===== src/sv/msd_pkg.sv =====
// shared constants, types and controller states for the monotonic stack depth block
package msd_pkg;

    localparam int DEPTH   = 64;
    localparam int VALUE_W = 32;
    localparam int DEPTH_W = 7;
    localparam int CNT_W   = $clog2(DEPTH + 1);
    localparam int ADDR_W  = $clog2(DEPTH);

    localparam logic [CNT_W-1:0]   DEPTH_CNT    = CNT_W'(DEPTH);
    localparam logic [DEPTH_W-1:0] DEPTH_MASKED = DEPTH_W'(DEPTH % (1 << DEPTH_W));

    typedef enum logic [1:0] {
        ST_IDLE,
        ST_READ,
        ST_COMP,
        ST_PUSH
    } msd_state_t;

    typedef struct packed {
        logic load;
        logic rd;
        logic pop;
        logic emit;
    } msd_cmd_t;

    typedef struct packed {
        logic empty;
        logic le;
        logic out_free;
    } msd_sts_t;

endpackage


===== src/sv/msd_if.sv =====
// valid/ready channel interfaces for the input and result items
interface msd_in_if import msd_pkg::*; ();
    logic                      valid;
    logic                      ready;
    logic signed [VALUE_W-1:0] value;
    logic                      first;

    modport source (output valid, output value, output first, input ready);
    modport sink (input valid, input value, input first, output ready);
endinterface

interface msd_out_if import msd_pkg::*; ();
    logic               valid;
    logic               ready;
    logic [DEPTH_W-1:0] depth;
    logic               overflow;

    modport source (output valid, output depth, output overflow, input ready);
    modport sink (input valid, input depth, input overflow, output ready);
endinterface


===== src/sv/monotonic_stack_depth.sv =====
// monotonic_stack_depth top level: previous-greater depth tracker over a bounded stack
//
// in_ch carries one value per item with a first flag that empties the stack
// before the item. out_ch returns exactly one result per item: the stack depth
// after the push, or DEPTH with overflow set when the stack stayed full.
// Both channels move an item when valid and ready are high at a clock edge.
// One item is in work at a time. After acceptance the controller reads the top
// entry and compares it with the item; an entry that is not above the item is
// popped, and the read and compare repeat on the stack memory until the stack
// is empty or the top entry is above the item. The item is then pushed, unless
// the stack is full, and its result emitted once the output register is free.
// The controller returns to idle after each result before it takes the next
// item. Each stored value is popped at most once.
// The result sits in an output register, so the next item is accepted while
// the previous result still waits; a stalled receiver only holds the block
// when a second result is ready to leave.
// Reset empties the stack and clears the output valid flag; stack memory is
// not cleared, as only entries below the count are ever read.
module monotonic_stack_depth import msd_pkg::*; (
    input  logic             clk,
    input  logic             rst_n,
    msd_in_if.sink           in_ch,
    msd_out_if.source        out_ch
);

    msd_cmd_t cmd;
    msd_sts_t sts;

    msd_ctrl u_ctrl (
        .clk      (clk),
        .rst_n    (rst_n),
        .in_valid (in_ch.valid),
        .in_ready (in_ch.ready),
        .sts      (sts),
        .cmd      (cmd)
    );

    msd_dp u_dp (
        .clk          (clk),
        .rst_n        (rst_n),
        .cmd          (cmd),
        .sts          (sts),
        .in_value     (in_ch.value),
        .in_first     (in_ch.first),
        .out_valid    (out_ch.valid),
        .out_ready    (out_ch.ready),
        .out_depth    (out_ch.depth),
        .out_overflow (out_ch.overflow)
    );

    a_ovf_depth: assert property (@(posedge clk) disable iff (!rst_n)
        out_ch.valid && out_ch.overflow |-> out_ch.depth == DEPTH_MASKED)
        else $error("overflow result with depth other than DEPTH");

    a_one_item: assert property (@(posedge clk) disable iff (!rst_n)
        in_ch.valid && in_ch.ready |=> !in_ch.ready)
        else $error("second item accepted while one is in work");

    a_pop_nonempty: assert property (@(posedge clk) disable iff (!rst_n)
        cmd.pop |-> !sts.empty)
        else $error("pop from an empty stack");

    a_emit_free: assert property (@(posedge clk) disable iff (!rst_n)
        out_ch.valid && !out_ch.ready |=> out_ch.valid && $stable(out_ch.depth))
        else $error("result overwritten while stalled");

endmodule


===== src/sv/msd_ctrl.sv =====
// controller state machine sequencing load, compare/pop and push of one item
module msd_ctrl import msd_pkg::*; (
    input  logic     clk,
    input  logic     rst_n,
    input  logic     in_valid,
    output logic     in_ready,
    input  msd_sts_t sts,
    output msd_cmd_t cmd
);

    msd_state_t state_reg;
    msd_state_t state_next;

    always_ff @(posedge clk or negedge rst_n)
    begin
        if (!rst_n)
        begin
            state_reg <= ST_IDLE;
        end
        else
        begin
            state_reg <= state_next;
        end
    end

    always_comb
    begin
        state_next = state_reg;
        cmd        = '0;
        in_ready   = 1'b0;
        case (state_reg)
            ST_IDLE:
            begin
                in_ready = 1'b1;
                if (in_valid)
                begin
                    cmd.load   = 1'b1;
                    state_next = ST_READ;
                end
            end
            ST_READ:
            begin
                if (sts.empty)
                begin
                    state_next = ST_PUSH;
                end
                else
                begin
                    cmd.rd     = 1'b1;
                    state_next = ST_COMP;
                end
            end
            ST_COMP:
            begin
                // top entry not above the item: drop it and look at the next one
                if (sts.le)
                begin
                    cmd.pop    = 1'b1;
                    state_next = ST_READ;
                end
                else
                begin
                    state_next = ST_PUSH;
                end
            end
            ST_PUSH:
            begin
                if (sts.out_free)
                begin
                    cmd.emit   = 1'b1;
                    state_next = ST_IDLE;
                end
            end
            default:
            begin
                state_next = ST_IDLE;
            end
        endcase
    end

endmodule


===== src/sv/msd_dp.sv =====
// datapath: stack memory, count, compare and the result register
module msd_dp import msd_pkg::*; (
    input  logic                      clk,
    input  logic                      rst_n,
    input  msd_cmd_t                  cmd,
    output msd_sts_t                  sts,
    input  logic signed [VALUE_W-1:0] in_value,
    input  logic                      in_first,
    output logic                      out_valid,
    input  logic                      out_ready,
    output logic [DEPTH_W-1:0]        out_depth,
    output logic                      out_overflow
);

    logic signed [VALUE_W-1:0] mem [DEPTH];
    logic signed [VALUE_W-1:0] rdata_reg;
    logic signed [VALUE_W-1:0] value_reg;
    logic [CNT_W-1:0]          count_reg;
    logic [CNT_W-1:0]          count_next;
    logic                      out_valid_reg;
    logic [DEPTH_W-1:0]        depth_reg;
    logic                      overflow_reg;

    logic                      full;
    logic [CNT_W-1:0]          count_dec;
    logic [CNT_W-1:0]          count_inc;
    logic [CNT_W-1:0]          depth_cnt;
    logic [CNT_W+DEPTH_W-1:0]  depth_ext;

    assign full      = (count_reg == DEPTH_CNT);
    assign count_dec = count_reg - CNT_W'(1);
    assign count_inc = count_reg + CNT_W'(1);
    assign depth_cnt = full ? count_reg : count_inc;
    // depth field keeps only its low bits
    assign depth_ext = {{DEPTH_W{1'b0}}, depth_cnt};

    assign sts.empty    = (count_reg == '0);
    assign sts.le       = (rdata_reg <= value_reg);
    assign sts.out_free = !out_valid_reg || out_ready;

    always_comb
    begin
        count_next = count_reg;
        if (cmd.load)
        begin
            count_next = in_first ? '0 : count_reg;
        end
        else if (cmd.pop)
        begin
            count_next = count_dec;
        end
        else if (cmd.emit && !full)
        begin
            count_next = count_inc;
        end
    end

    always_ff @(posedge clk or negedge rst_n)
    begin
        if (!rst_n)
        begin
            count_reg     <= '0;
            out_valid_reg <= 1'b0;
        end
        else
        begin
            count_reg <= count_next;
            if (cmd.emit)
            begin
                out_valid_reg <= 1'b1;
            end
            else if (out_ready)
            begin
                out_valid_reg <= 1'b0;
            end
        end
    end

    always_ff @(posedge clk)
    begin
        if (cmd.load)
        begin
            value_reg <= in_value;
        end
        if (cmd.rd)
        begin
            rdata_reg <= mem[count_dec[ADDR_W-1:0]];
        end
        if (cmd.emit && !full)
        begin
            mem[count_reg[ADDR_W-1:0]] <= value_reg;
        end
        if (cmd.emit)
        begin
            depth_reg    <= depth_ext[DEPTH_W-1:0];
            overflow_reg <= full;
        end
    end

    assign out_valid    = out_valid_reg;
    assign out_depth    = depth_reg;
    assign out_overflow = overflow_reg;

endmodule

===== src/flat_wrapper.sv =====
// flat-port wrapper written by rule: the top's interface ports become plain ports
module monotonic_stack_depth_flat import msd_pkg::*;
  (clk, rst_n, in_ch_valid, in_ch_value, in_ch_first, in_ch_ready, out_ch_valid, out_ch_depth, out_ch_overflow, out_ch_ready);
  msd_in_if in_ch_i ();
  msd_out_if out_ch_i ();
  input  logic clk;
  input  logic rst_n;
  input wire logic [$bits(in_ch_i.valid)-1:0] in_ch_valid;
  input wire logic [$bits(in_ch_i.value)-1:0] in_ch_value;
  input wire logic [$bits(in_ch_i.first)-1:0] in_ch_first;
  output wire logic [$bits(in_ch_i.ready)-1:0] in_ch_ready;
  output wire logic [$bits(out_ch_i.valid)-1:0] out_ch_valid;
  output wire logic [$bits(out_ch_i.depth)-1:0] out_ch_depth;
  output wire logic [$bits(out_ch_i.overflow)-1:0] out_ch_overflow;
  input wire logic [$bits(out_ch_i.ready)-1:0] out_ch_ready;
  assign in_ch_i.valid = in_ch_valid;
  assign in_ch_i.value = in_ch_value;
  assign in_ch_i.first = in_ch_first;
  assign in_ch_ready = in_ch_i.ready;
  assign out_ch_valid = out_ch_i.valid;
  assign out_ch_depth = out_ch_i.depth;
  assign out_ch_overflow = out_ch_i.overflow;
  assign out_ch_i.ready = out_ch_ready;
  monotonic_stack_depth u_core (.clk(clk), .rst_n(rst_n), .in_ch(in_ch_i), .out_ch(out_ch_i));
endmodule

===== config.mk =====
export PLATFORM = sky130hd
export DESIGN_NAME = monotonic_stack_depth_flat
export DESIGN_NICKNAME = d
export VERILOG_FILES = /design/src/sv/msd_pkg.sv /design/src/sv/msd_if.sv /design/src/sv/monotonic_stack_depth.sv /design/src/sv/msd_ctrl.sv /design/src/sv/msd_dp.sv /design/src/flat_wrapper.sv
export SDC_FILE = /design/constraint.sdc
export NUM_CORES = 2
export LEC_CHECK = 0
export BUFFER_PORTS_ARGS = -buffer_cell sky130_fd_sc_hd__buf_2
export CELL_PAD_IN_SITES_DETAIL_PLACEMENT = 0
export CELL_PAD_IN_SITES_GLOBAL_PLACEMENT = 2
export CORE_UTILIZATION = 45
export CTS_BUF_LIST = sky130_fd_sc_hd__clkbuf_16
export CTS_CLUSTER_DIAMETER = 100
export DETAILED_ROUTE_END_ITERATION = 10
export GPL_TIMING_DRIVEN = 0
export HOLD_SLACK_MARGIN = 0.08
export PLACE_DENSITY = 0.75
export RECOVER_POWER = 25
export SYNTH_ARGS = -nofsm -noshare
export SYNTH_HDL_FRONTEND = slang
export SYNTH_SLANG_ARGS = --single-unit

===== constraint.sdc =====
create_clock -name clk -period 4.78 [get_ports clk]
set_input_delay 0.956 -clock clk [delete_from_list [all_inputs] [get_ports clk]]
set_output_delay 0.956 -clock clk [all_outputs]
set_load 0.005 [all_outputs]

==> reports/qor.yml <==
drt_iter0_markers: 5318
cpPeakStageDelay_ns: 0.57
gr-usage-all-layers_pct: 23.9
synth-compound-area-share_pct: 0.474
wirelength_mm: 218
relSlewSlack_pct: -7.05
wl_per_cell_um: 35.1
area_growth_syn_to_layout_pct: 16.1
stdcell_count: 6204
yosysTopAreaCell: "edfxtp_1"
cts_buffers: 207
num_vias: 38200
violations: "max-capacitance violations, max-slew violations"
p_leak_uw: 0.0296
muxShareOfSynthArea_pct: 18.5
power.switching_uw: 21300
die_y_um: 428
ant_nets: 0
slew_viol_final: 66
h-tree-depth: 4
dr.pass1.iters: 5
synthCells: 3262
finalWorstSetupSlack_ns: 0.0254
pwr-share-clk_pct: 25.2
clk_pin_slew_ns: 0.07
synth_xor_area_share_pct: 0.129
grt_remaining_overflow: 0
synthSimpleGateAreaFrac_pct: 1.00
rsz0062_at_grt: "false"
portBuffers: 46
die_x_um: 428
hold_path_class: "in2reg"
comb_power_share_pct: 38.4
cts.path.max_buffers: 3
top_layer_used: "met5"
finalCritPeriodShare_pct: 99.5
start_util_pct: 45.5
fin_nets: 3738
dp_slack_ns: -2.26
synth-seq-cells: 2130
cap_violations: 2
syn_area_um2: 81600
power_frac_seq_pct: 36.4
drc_errors: 0
cp_max_fo: 11
io_pins: 47
synth-edff-count: 2120
path_class: "reg2reg"
worst_pin_slew_ns: 1.61
postSynth.topFlopCell: "edfxtp_1"
insertion_delay_ns: 0.84
m1WireLength_mm: 85.8
synth_top_family_by_area: "multiplexers"
cts_root_buf: "clkbuf_16"
grt_max_degree: 38
clock_sinks: 2130
status: "finished, violations left"
grt_pass1_wl_mm: 301
core-area_um2: 179000
finalCriticalPeriod_ns: 4.75
final-setup-viol-count: 0
ys_seq_area_share_pct: 78.3
synth_top_area_share_pct: 78.0
synthDistinctLibCells: 64
path_cells: "buf_2, buf_6, buf_6, clkbuf_8, inv_1, ha_2, buf_4, buf_4, clkbuf_2, mux4_2, mux4_2, a211oi_1, a31oi_1"
critPathCaptureType: "flop"
synth_warnings: 0
p_int_uw: 39900
gp_congestion: 0.915
synth_common_cells: "2120 x edfxtp_1, 669 x mux4_2, 81 x clkbuf_1"
finalClockSkew_ns: 0.0218
irDropWorstVdd_v: 0.000405
wl_met3_mm: 20.1
postSynth.asyncResetShare_pct: 0.469
dpl.cell_count: 5812
synth.top_cells.by_area: "edfxtp_1 78%, mux4_2 18%, ha_1 0.52%, buf_2 0.42%, clkbuf_1 0.37%"
crit_required_ns: 5.31
vias_per_cell: 6.15
cp.arrival_ns: 5.28
antenna_found_initial: 29
cp_slowest_cell: "a211oi_1"
swShare_pct: 34.8
avgSynthCellArea_um2: 25.0
syn-num-nets: 3333
powerDensity_nw_per_um2: 645
synth_fa_ha_area_share_pct: 0.521
drive_gt1_share_pct: 34.1
cts_tree: "done"
final_hold_viol_count: 0
row_count: 155
cp-start-kind: "flop"
yosysMostFrequentCell: "edfxtp_1"
dp_hpwl_mm: 150
grt_pass1_vias: 37600
die-area_um2: 183000
max_freq_mhz: 210
wl_met2_mm: 102
largest_reg_flops: 2048
[critical path, delay by kind of cell (launching register included)]
family,cells,cell delay (ns)
buffers and inverters,8,1.93
AO/OA/AOI/OAI,2,0.71
adder cells (fa/ha/maj),1,0.49
flip-flops,1,0.34
multiplexers,2,0.91
[what timing repair did]
item	in CTS	in global routing
resized for setup	84	10
hold buffers	1	0
buffers inserted	0	0
endpoints found under the hold margin	10	0
endpoints found under the setup margin	595	10
[per-stage QoR]
stage	hold WS [ns]	cell area [um^2]	power [uW]	TNS [ns]	util [%]
5_1_grt	0.262	94700	62700	0	52.8
4_1_cts	0.238	95400	61600	0	53.2
6_report	0.288	94700	61100	0	52.9
3_5_place_dp	0.609	88900	46200	-203.32	49.6
3_3_place_gp	0.620	84800	45300	-3317.70	47.3
2_1_floorplan	0.489	81600	35600	0	-
[power groups by stage]
| stage | Combinational, uW | Clock (uW) | Sequential, uW |
|---|---|---|---|
| floorplan | 12800 | 0 | 22800 |
| global placement | 21900 | 0 | 23400 |
| detailed placement | 23600 | 0 | 22700 |
| CTS | 23700 | 15600 | 22300 |
| global route | 24100 | 16200 | 22300 |
| finish | 23500 | 15400 | 22300 |
[placed cells by master, fill, tap and decap left out, drive strengths merged, types with 3 or more instances in the layout]
cell / count
ha: 34
a211o: 3
nor2b: 4
edfxtp: 2120
a21oi: 15
nor2: 79
clkbuf: 340
nand2: 26
a31oi: 5
nand2b: 3
xnor2: 10
nor3: 7
mux4: 669
inv: 100
a2111oi: 3
nand3: 20
clkinv: 98
nand4: 8
a211oi: 5
clkinvlp: 3
o21ai: 7
dfrtp: 10
buf: 227
bufinv: 8
diode: 8
[worst paths after layout]
kind,to,slack [ns],cells after the start,startpoint
worst max-delay path,u_core.u_dp.rdata_reg[9],0.03,13,u_core.u_dp.count_reg[0]
worst min-delay path,u_core.u_dp.value_reg[1],0.29,1,in_ch_value[1]
worst max register to register,u_core.u_dp.rdata_reg[9],0.03,13,u_core.u_dp.count_reg[0]
worst min register to register,u_core.u_dp.out_valid,0.58,2,u_core.u_dp.out_valid
max in group asynchronous,u_core.u_dp.count_reg[6],3.34,2,rst_n
min in group asynchronous,u_core.u_dp.out_valid,0.81,2,rst_n
[cell families (layout without fill, tap and decap cells)]
kind of cell,count (synthesis),after routing
simple gates,166,166
fa+ha+maj,34,34
other cells,0,8
mux,672,672
buf+inv,198,777
flops,2130,2130
xor+xnor,12,12
compound gates,50,50
[layer usage]
| metal | GRT usage [%] | vias up |
|---|---|---|
| met2 | 36.7 | 1945 |
| met1 | 33.9 | 20800 |
| li1 | - | 15000 |
| met4 | 9.68 | 20 |
| met5 | 0 | - |
| met3 | 4.75 | 344 |
[area by class of cell]
cell class	count	area (um^2)
fillers	13600	84500
flip-flops and latches	2130	63900
multi-input cells	934	17300
clock buffers	214	5360
repair buffers	196	3110
well taps	2355	2950
clock inverters	169	1020
plain buffers	158	868
inverters	40	150
diodes	8	20.0
(Power assumes the default switching activity.)
